File: config.mk
export PLATFORM = sky130hd
export DESIGN_NAME = imu_rvc_frame_parser
export DESIGN_NICKNAME = d
export VERILOG_FILES = /design/src/hw/rtl/imurvc_pkg.sv /design/src/hw/rtl/imurvc_core.sv /design/src/hw/rtl/imu_rvc_frame_parser.sv
export SDC_FILE = /design/constraint.sdc
export NUM_CORES = 1
export LEC_CHECK = 0
export ABC_AREA = 1
export BUFFER_PORTS_ARGS = -buffer_cell sky130_fd_sc_hd__buf_2
export CORE_MARGIN = 2
export CORE_UTILIZATION = 30
export DETAILED_ROUTE_END_ITERATION = 12
export HOLD_SLACK_MARGIN = 0.08
export PLACE_DENSITY = 0.48
export SYNTH_ARGS = -nofsm -noshare
export SYNTH_HDL_FRONTEND = slang
export SYNTH_HIERARCHICAL = 1
export SYNTH_SLANG_ARGS = --single-unit
File: constraint.sdc
create_clock -name clk -period 14.5 [get_ports clk]
set_clock_uncertainty 0.2 [all_clocks]
set_input_delay 1.45 -clock clk [delete_from_list [all_inputs] [get_ports clk]]
set_output_delay 1.45 -clock clk [all_outputs]
set_load 0.005 [all_outputs]
File: src/hw/rtl/imurvc_pkg.sv
// Shared types and constants for the orientation sensor frame parser.
// No dependencies; used by imurvc_core and imu_rvc_frame_parser.
`default_nettype none

package imurvc_pkg;

  // Input beat operation codes.
  typedef enum logic [1:0] {
    OP_RX_BYTE  = 2'd0,
    OP_LINE_ERR = 2'd1,
    OP_SWITCH   = 2'd2,
    OP_UNUSED   = 2'd3
  } op_t;

  localparam logic [7:0] HeaderByte = 8'hAA;
  localparam int         FrameLen   = 19;
  localparam logic [4:0] CsumPos    = 5'(FrameLen - 1);
  localparam logic [4:0] WordFirst  = 5'd3;
  localparam logic [4:0] WordLast   = 5'd14;
  localparam logic [4:0] WordBase   = 5'd4;
  localparam int         WordCount  = 6;

  // One input beat.
  typedef struct packed {
    op_t        op;
    logic [7:0] rx_data;
  } in_t;

  // One result beat.
  typedef struct packed {
    logic               checksum_ok;
    logic               source;
    logic signed [15:0] yaw;
    logic signed [15:0] pitch;
    logic signed [15:0] roll;
    logic signed [15:0] accel_x;
    logic signed [15:0] accel_y;
    logic signed [15:0] accel_z;
  } out_t;

  // Parser state passed between the top level and the step logic.
  typedef struct packed {
    logic [4:0]                  pos;
    logic [7:0]                  sum;
    logic                        src;
    logic [7:0]                  low_hold;
    logic [WordCount-1:0][15:0]  words;
  } parser_state_t;

endpackage

`default_nettype wire

File: src/hw/rtl/imurvc_core.sv
// Combinational step logic of the frame parser: next state and result for one beat.
// Depends on imurvc_pkg.
`default_nettype none

module imurvc_core (
  input  wire imurvc_pkg::in_t           item,
  input  wire imurvc_pkg::parser_state_t cur,
  output imurvc_pkg::parser_state_t      nxt,
  output logic                           res_vld,
  output imurvc_pkg::out_t               res
);

  logic [7:0] b;
  logic [4:0] word_off;
  logic [2:0] widx;

  assign b        = item.rx_data;
  assign word_off = cur.pos - imurvc_pkg::WordBase;
  assign widx     = word_off[3:1];

  // The result fields are always formed; res_vld says whether they count.
  always_comb begin
    res.checksum_ok = (cur.sum == b);
    res.source      = cur.src;
    res.yaw         = cur.words[0];
    res.pitch       = cur.words[1];
    res.roll        = cur.words[2];
    res.accel_x     = cur.words[3];
    res.accel_y     = cur.words[4];
    res.accel_z     = cur.words[5];
  end

  // Next state for the beat.
  always_comb begin
    nxt     = cur;
    res_vld = 1'b0;
    unique case (item.op)
      imurvc_pkg::OP_LINE_ERR: begin
        nxt.pos = '0;
        nxt.sum = '0;
      end
      imurvc_pkg::OP_SWITCH: begin
        nxt.src = ~cur.src;
        nxt.pos = '0;
        nxt.sum = '0;
      end
      imurvc_pkg::OP_RX_BYTE: begin
        if (cur.pos == 5'd0) begin
          // Hunting for the first header byte.
          if (b == imurvc_pkg::HeaderByte) nxt.pos = 5'd1;
          nxt.sum = '0;
        end else if (cur.pos == 5'd1) begin
          // Second header byte, or back to the hunt.
          nxt.pos = (b == imurvc_pkg::HeaderByte) ? 5'd2 : 5'd0;
          nxt.sum = '0;
        end else if (cur.pos >= imurvc_pkg::CsumPos) begin
          // Checksum byte closes the frame.
          res_vld = 1'b1;
          nxt.pos = '0;
          nxt.sum = '0;
        end else begin
          nxt.sum = cur.sum + b;
          if (cur.pos >= imurvc_pkg::WordFirst && cur.pos <= imurvc_pkg::WordLast) begin
            if (cur.pos[0]) begin
              nxt.low_hold = b;
            end else begin
              nxt.words[widx] = {b, cur.low_hold};
            end
          end
          nxt.pos = cur.pos + 5'd1;
        end
      end
      default: begin
        nxt = cur;
      end
    endcase
  end

endmodule

`default_nettype wire

File: src/hw/rtl/imu_rvc_frame_parser.sv
// Top level of the orientation sensor frame parser: handshakes and registers.
// Depends on imurvc_pkg and imurvc_core.
`default_nettype none

// Takes one beat per clock cycle (a byte, a line error or a source switch) and
// gives one result beat for each 19-byte frame, on the beat carrying the checksum
// byte. A beat is held in an input register, processed by the step logic from
// there, and its result lands in the output register that drives the outputs.
// The input stays open while a result waits, and only stalls when both the input
// register holds a result-making beat and the output register is still occupied
// and not taken. The six data words come out raw, whether or not the checksum
// matched.
module imu_rvc_frame_parser (
  input  wire                   clk,
  input  wire                   rst_n,
  input  wire                   in_valid,
  output logic                  in_ready,
  input  wire imurvc_pkg::in_t  in_data,
  output logic                  out_valid,
  input  wire                   out_ready,
  output imurvc_pkg::out_t      out_data
);

  imurvc_pkg::in_t           in_r;
  logic                      in_vld_r;
  imurvc_pkg::parser_state_t st_r;
  imurvc_pkg::parser_state_t st_nxt;
  imurvc_pkg::out_t          out_r;
  imurvc_pkg::out_t          res;
  logic                      out_vld_r;
  logic                      res_vld;
  logic                      drain;

  imurvc_core u_core (
    .item    (in_r),
    .cur     (st_r),
    .nxt     (st_nxt),
    .res_vld (res_vld),
    .res     (res)
  );

  // The held beat retires unless its result has nowhere to go.
  assign drain    = in_vld_r && (!res_vld || !out_vld_r || out_ready);
  assign in_ready = !in_vld_r || drain;

  // Input register.
  always_ff @(posedge clk) begin
    if (!rst_n) begin
      in_vld_r <= 1'b0;
    end else if (in_ready) begin
      in_vld_r <= in_valid;
    end
  end

  always_ff @(posedge clk) begin
    if (in_ready && in_valid) begin
      in_r <= in_data;
    end
  end

  // Parser state: control fields reset, captured bytes do not.
  always_ff @(posedge clk) begin
    if (!rst_n) begin
      st_r.pos <= '0;
      st_r.sum <= '0;
      st_r.src <= 1'b0;
    end else if (drain) begin
      st_r <= st_nxt;
    end
  end

  // Output register.
  always_ff @(posedge clk) begin
    if (!rst_n) begin
      out_vld_r <= 1'b0;
    end else if (drain && res_vld) begin
      out_vld_r <= 1'b1;
    end else if (out_ready) begin
      out_vld_r <= 1'b0;
    end
  end

  always_ff @(posedge clk) begin
    if (drain && res_vld) begin
      out_r <= res;
    end
  end

  assign out_valid = out_vld_r;
  assign out_data  = out_r;

  // The frame position never runs past the checksum byte.
  a_pos_range: assert property (@(posedge clk) disable iff (!rst_n)
    st_r.pos <= imurvc_pkg::CsumPos)
    else $error("frame position out of range");

  // A finished frame shows up at the output and the hunt restarts.
  a_frame_end: assert property (@(posedge clk) disable iff (!rst_n)
    (drain && res_vld) |=> (out_valid && st_r.pos == 5'd0 && st_r.sum == 8'd0))
    else $error("frame end not delivered");

  // Input only stalls behind a blocked result.
  a_stall_cause: assert property (@(posedge clk) disable iff (!rst_n)
    !in_ready |-> (in_vld_r && res_vld && out_vld_r && !out_ready))
    else $error("input stalled without cause");

  // A line error restarts assembly and keeps the source.
  a_line_err: assert property (@(posedge clk) disable iff (!rst_n)
    (drain && in_r.op == imurvc_pkg::OP_LINE_ERR) |=>
      (st_r.pos == 5'd0 && st_r.sum == 8'd0 && st_r.src == $past(st_r.src)))
    else $error("line error did not restart assembly");

endmodule

`default_nettype wire
## Word level (Yosys, flattened, before mapping)

Cells that the tools add are included.
Widths: inputs -> output; s select.

| word-level totals | value |
|---|---|
| register bits after elaboration | 228 |
| logic and storage cells | 77 |
| output and inout port bits | 100 |

| operators by class | value |
|---|---|
| muxes and demuxes | 15 |
| bitwise logic cells | 5 |
| magnitude comparators | 5 |
| reduce and logical (&&, ||, !) cells | 21 |
| eq/ne operators | 6 |
| $add $sub $neg | 3 |

Operator list:

| operator | count |
|---|---|
| $bwmux 96 | 1 |
| $demux 16 s3 | 1 |
| $mux 13 | 3 |
| $pmux 13 s2 | 1 |
| $mux 16 | 1 |
| $reduce_and 8->1 | 2 |
| $add 8x8->8 | 1 |
| $eq 8x8->1 | 1 |
| $eq 8x8->1 const B | 1 |
| $mux 1 | 6 |
| $add 5x1->5 const B | 1 |
| $eq 5x1->1 const B | 1 |
| $ge 5x2->1 const B | 1 |
| $ge 5x5->1 const B | 1 |
| $le 5x4->1 const B | 1 |
| $logic_and 1x1->1 | 5 |
| $logic_not 5->1 | 1 |
| $mux 5 | 1 |
| $not 1->1 | 5 |
| $lt 3x4->1 const B | 1 |
| $reduce_and 2->1 | 2 |
| $reduce_bool 2->1 | 2 |
| $sub 4x3->4 const B | 1 |
| $ge 3x1->1 const B | 1 |
| other kinds (9) | 13 |

## Depth between registers and ports, before layout

| logic depth | value |
|---|---|
| word-level depth | 11 |
| depth in mapped cells | 13 |

## Cells and area by module

The synthesis kept the hierarchy.

By module, submodules not included:

| module | times used | cells an instance | area an instance (sq um) |
|---|---|---|---|
| imu_rvc_frame_parser | 1 | 322 | 7134.3 |
| imurvc_core | 1 | 566 | 2931.6 |

## Worst setup path after synthesis

No wires, ideal clock.

| timing | value |
|---|---|
| path type | input port to flip-flop |
| start | input port out_ready |
| end | register st_r[0] in the netlist's numbering, enable pin |
| path buffers | 1 |
| arrival time | 6.140 ns |
| slack | 7.591 ns |
| library setup time | 0.569 ns |
| stages on the path | 5 |
| data required time | 13.731 ns |
| path through | inv_1 -> nand3_2 -> buf_4 -> nand2_1 -> nor2_1 |

| on the way | value |
|---|---|
| cells in the longest elaborated chain, start to end | 3 |

Ends and longest elaborated chain:

| item | RTL line | source |
|---|---|---|
| start, declared | imu_rvc_frame_parser.sv:20 | `input wire out_ready,` |
| $logic_or 1x1->1 | imu_rvc_frame_parser.sv:43 | `assign drain = in_vld_r && (!res_vld \|\| !out_vld_r \|\| out_ready);` |
| $logic_and 1x1->1 | imu_rvc_frame_parser.sv:43 |  |
| $reduce_and 8->1 (no line) | -- |  |
| end signal, assigned | imu_rvc_frame_parser.sv:68 | `st_r <= st_nxt;` |
| end, declared | imu_rvc_frame_parser.sv:26 | `imurvc_pkg::parser_state_t st_r;` |

No other way between the ends.
A chain may end at the register's enable or synchronous reset.

## Worst setup path after layout

| timing | value |
|---|---|
| start | register st_r[113] in the netlist's numbering |
| end | register st_r[17] in the netlist's numbering, enable pin |

| on the way | value |
|---|---|
| cells in the longest elaborated chain, start to end | 10 |
| elaborated cells between the ends (all ways) | 19 |

Ends and longest elaborated chain:

| item | RTL line | source |
|---|---|---|
| $ge 5x5->1 | imurvc_core.sv:56 | `end else if (cur.pos >= imurvc_pkg::CsumPos) begin` |
| $mux 1 | imurvc_core.sv:56 |  |
| $mux 1 | imurvc_core.sv:52 | `end else if (cur.pos == 5'd1) begin` |
| $mux 1 (*) | imurvc_core.sv:48 | `if (cur.pos == 5'd0) begin` |
| $mux 1 (*) | imurvc_core.sv:37 | `unique case (item.op)` |
| net res_vld | imu_rvc_frame_parser.sv:31 | `logic res_vld;` |
| $logic_not 1->1 (*) | imu_rvc_frame_parser.sv:43 |  |
| $logic_or 1x1->1 (*) (2 in series) | imu_rvc_frame_parser.sv:43 |  |
| $logic_and 1x1->1 (*) | imu_rvc_frame_parser.sv:43 |  |
| $reduce_and 8->1 (no line) (*) | -- |  |

Mark *: on every way through the listed nets, which the timed path passes. The rest lies on a longest branch.

==> metrics.txt <==
result of the run=finished, final reports clean; number of placed I/O pins=114; total area of multi-input combinational cells=0.002315 mm²; total clock buffers created by CTS=25; number of fill cells=3376; residual DRC count=0; Synth area leaders=sky130_fd_sc_hd__edfxtp_1 (63%), sky130_fd_sc_hd__nand2_1 (9.1%), sky130_fd_sc_hd__buf_4 (7.5%), sky130_fd_sc_hd__nand3_1 (5.7%), sky130_fd_sc_hd__dfxtp_1 (3.2%); most repeated library cell on the critical path=sky130_fd_sc_hd__nand2_1; area of all placed cells without fillers=0.01126 mm²; worst slew margin relative to its limit=24.28%; Req. time, crit path=14.45 ns; vias in the first global route=5817; post-synth top area cell=sky130_fd_sc_hd__edfxtp_1; core area=0.03328 mm²; longest individual stage delay on the worst path=0.88 ns; area growth from synthesis to final layout=11.87%; critical setup path kind=reg -> reg; worst path arrival time=4.30 ns; total power=1.503 mW; nets@finish=929; total vias in the final route=6011; post-synthesis average cell area=11.34 µm²; Longest Clk Path Bufs=3; Hold/Removal Path Class=reg -> reg; peak clock frequency supported by timing=229.9 MHz; post-synthesis mux area share=0%; Congestion Overflow GR=0; dominant combinational cell family by area after synthesis=simple AND/OR/NAND/NOR gates; fraction of layout instances using a drive strength above 1=19.74%; initial antenna violation count=0; Critical Path, Cell by Cell=inv_1 > ha_1 > nor2_1 > nand2_1 > nand2_1 > nor2_1 > nand3_2 > nand2_1 > nor2_4 > buf_4; # port buffers=113; number of max-cap violations=0; number of nets in the synthesized netlist=914; post-synthesis sequential element count=228; parity-gate share of the synthesized area counting xor and xnor cells=0.5221%; iteration count of the initial detailed-routing pass=5; register-to-register setup slack=10.15 ns; hold_buf cts=0; unrepaired setup endpoints after global routing=false; half-perimeter wire length of the detailed placement result=14150 µm; highest net fanout along the worst path=66; number of clock sinks=228; initial standard-cell utilization of the core=30.25%; Pwr Density=133.5 mW/mm²; Startpoint Class=flop; netlist area before placement=0.01007 mm²; width of the chip=187.2 µm; area share of the leading cell type in the synthesized netlist=63.24%; routed wire length=22670 µm; setup TNS after final layout=0 ns; Synth Area in Compound Gates=2.971%; Placed Area=0.01035 mm²; synthesized instance count=888; wire length of the first global-routing pass=34790 µm; GRT Util Overall=12.78%; area occupied by registers=0.006686 mm²; cell at the root of the clock tree=sky130_fd_sc_hd__clkbuf_16; routed wirelength normalized by instance count=16.55 µm; post-CTS resize count=0; element type at the critical path end=flop; VDD IR max=78.46 µV; total inserted antenna cells=0; measured slew at the worst slew-check pin=1.133 ns; Yosys warning count=6; maximum number of pins on one net before global-route repair=68; count of cell types in the netlist=36; CTS clk-pin slew, worst paths=0.06 ns; vertical extent of the die=187.2 µm; adder-cell area share of the yosys netlist=1.566%; Synth Area in Simple Gates=17.80%; routability-driven placement congestion ratio=0.7688; slowest stage cell, crit path=sky130_fd_sc_hd__nor2_4; Starting DRT DRC Count=537; CTS tree=yes; max-slew violation count=0; Final Cycle Share=30.00%; number of placement rows=67; number of levels in the clock H-tree=1; clock network latency to the later pin of the worst-skew pair=0.53 ns; count of antenna-violating nets left after detailed routing=0; Post CTS Setup Buffer Count=0; leakage component of the power=4.385 nW; Hold Worst Slack=0.2510 ns; final critical-path required period=4.350 ns; DR vias/cell=4.388; share of synthesized area occupied by flip-flops and latches=66.43%; final hold violation count=0; number of setup violations in the final report=0; total die area=0.03503 mm²
==> kinds of logic (layout without fill, tap and decap cells) <==
logic type,Yosys count,count (layout)
AOI/OAI and AO/OA,54,54
xor gates and xnor gates,6,6
adders and majority gates,12,12
buffers and inverters,176,210
DFF,228,228
and+or+nand+nor,412,412
==> worst max-delay path: cells and delay by family, from the launching register on <==
| family | cells | cell delay [ns] |
|---|---|---|
| buffers and inverters | 2 | 1.00 |
| flip-flops | 1 | 0.52 |
| AND/OR/NAND/NOR | 7 | 1.89 |
| adder cells (fa/ha/maj) | 1 | 0.25 |
==> registers in the layout, indices dropped and copies added (netlist names) <==
register,cells
in_r,10
in_vld_r,1
out_data,98
out_valid,1
st_r,118
==> area by class of cell <==
| cell class | instances | area share [%] |
|---|---|---|
| flip-flops and latches | 228 | 59.38 |
| multi-input cells | 484 | 20.56 |
| clock buffers | 26 | 5.589 |
| repair buffers | 120 | 5.489 |
| well taps | 448 | 4.978 |
| clock inverters | 20 | 2.522 |
| inverters | 44 | 1.489 |
==> path summary, 6_finish.rpt <==
path,end,cells after the start,startpoint
worst max-delay path,st_r[17],10,st_r[113]
worst min register to register,out_data[7],0,st_r[87]
worst max register to register,st_r[17],10,st_r[113]
worst min-delay path,out_data[7],0,st_r[87]
==> synth_stat cells <==
| cell | instances |
|---|---|
| sky130_fd_sc_hd__dfxtp_1 | 16 |
| sky130_fd_sc_hd__xor2_1 | 1 |
| sky130_fd_sc_hd__xnor2_1 | 5 |
| sky130_fd_sc_hd__nand4_1 | 4 |
| sky130_fd_sc_hd__nand2_1 | 244 |
| sky130_fd_sc_hd__inv_1 | 42 |
| sky130_fd_sc_hd__clkbuf_1 | 8 |
| sky130_fd_sc_hd__nor3_2 | 1 |
| sky130_fd_sc_hd__nand3_2 | 4 |
| sky130_fd_sc_hd__o2bb2ai_1 | 1 |
| sky130_fd_sc_hd__o21ai_0 | 23 |
| sky130_fd_sc_hd__nor2_1 | 31 |
| sky130_fd_sc_hd__clkinv_1 | 1 |
| sky130_fd_sc_hd__a21oi_2 | 1 |
| sky130_fd_sc_hd__clkbuf_2 | 1 |
| sky130_fd_sc_hd__buf_6 | 2 |
| sky130_fd_sc_hd__ha_1 | 11 |
| sky130_fd_sc_hd__buf_2 | 21 |
| sky130_fd_sc_hd__nor2_2 | 2 |
| sky130_fd_sc_hd__nand2_2 | 5 |
| sky130_fd_sc_hd__o32ai_1 | 1 |
| sky130_fd_sc_hd__inv_2 | 1 |
| sky130_fd_sc_hd__o22ai_1 | 1 |
| sky130_fd_sc_hd__fa_1 | 1 |
| sky130_fd_sc_hd__a31oi_1 | 1 |
| sky130_fd_sc_hd__a22oi_1 | 1 |
| sky130_fd_sc_hd__nand3_1 | 114 |
| sky130_fd_sc_hd__edfxtp_1 | 212 |
| sky130_fd_sc_hd__a22o_1 | 2 |
| sky130_fd_sc_hd__o21a_1 | 1 |
| sky130_fd_sc_hd__nor2_4 | 2 |
| sky130_fd_sc_hd__nor3_4 | 2 |
| sky130_fd_sc_hd__buf_4 | 100 |
| sky130_fd_sc_hd__o211ai_1 | 1 |
| sky130_fd_sc_hd__a21oi_1 | 21 |
| sky130_fd_sc_hd__nor3_1 | 3 |
==> metrics by stage <==
step	worst slack (ns)	std cells	util (%)
after floorplan	7.591	888	-
after global placement	9.901	1324	31.09
after detailed placement	9.900	1324	31.09
after CTS	10.16	1370	33.84
after global routing	9.804	1370	33.84
final	10.15	1370	33.84
==> power breakdown <==
part | internal [mW] | switching (mW) | total, mW
sequential | 0.729 | 0.0196 | 0.749
combinational | 0.0194 | 0.0393 | 0.0587
clock | 0.427 | 0.269 | 0.696
==> metal layers <==
layer	vias to the layer above	share of wire, %	global-route usage, %
li1	2980	-	-
met1	2833	46	18.06
met2	170	47	20.45
met3	28	5.2	2.064
met4	0	2.1	3.327
met5	-	0	0
==> layout by cell type (no fill, tap or decap), types with 16 or more instances in the layout <==
master,instances
sky130_fd_sc_hd__edfxtp_1,212
sky130_fd_sc_hd__a21oi_1,21
sky130_fd_sc_hd__inv_1,41
sky130_fd_sc_hd__nand3_1,114
sky130_fd_sc_hd__buf_2,113
sky130_fd_sc_hd__nand2_1,244
sky130_fd_sc_hd__dfxtp_1,16
sky130_fd_sc_hd__nor2_1,30
sky130_fd_sc_hd__clkbuf_16,25
sky130_fd_sc_hd__o21ai_0,23
(Power assumes the default switching activity.)
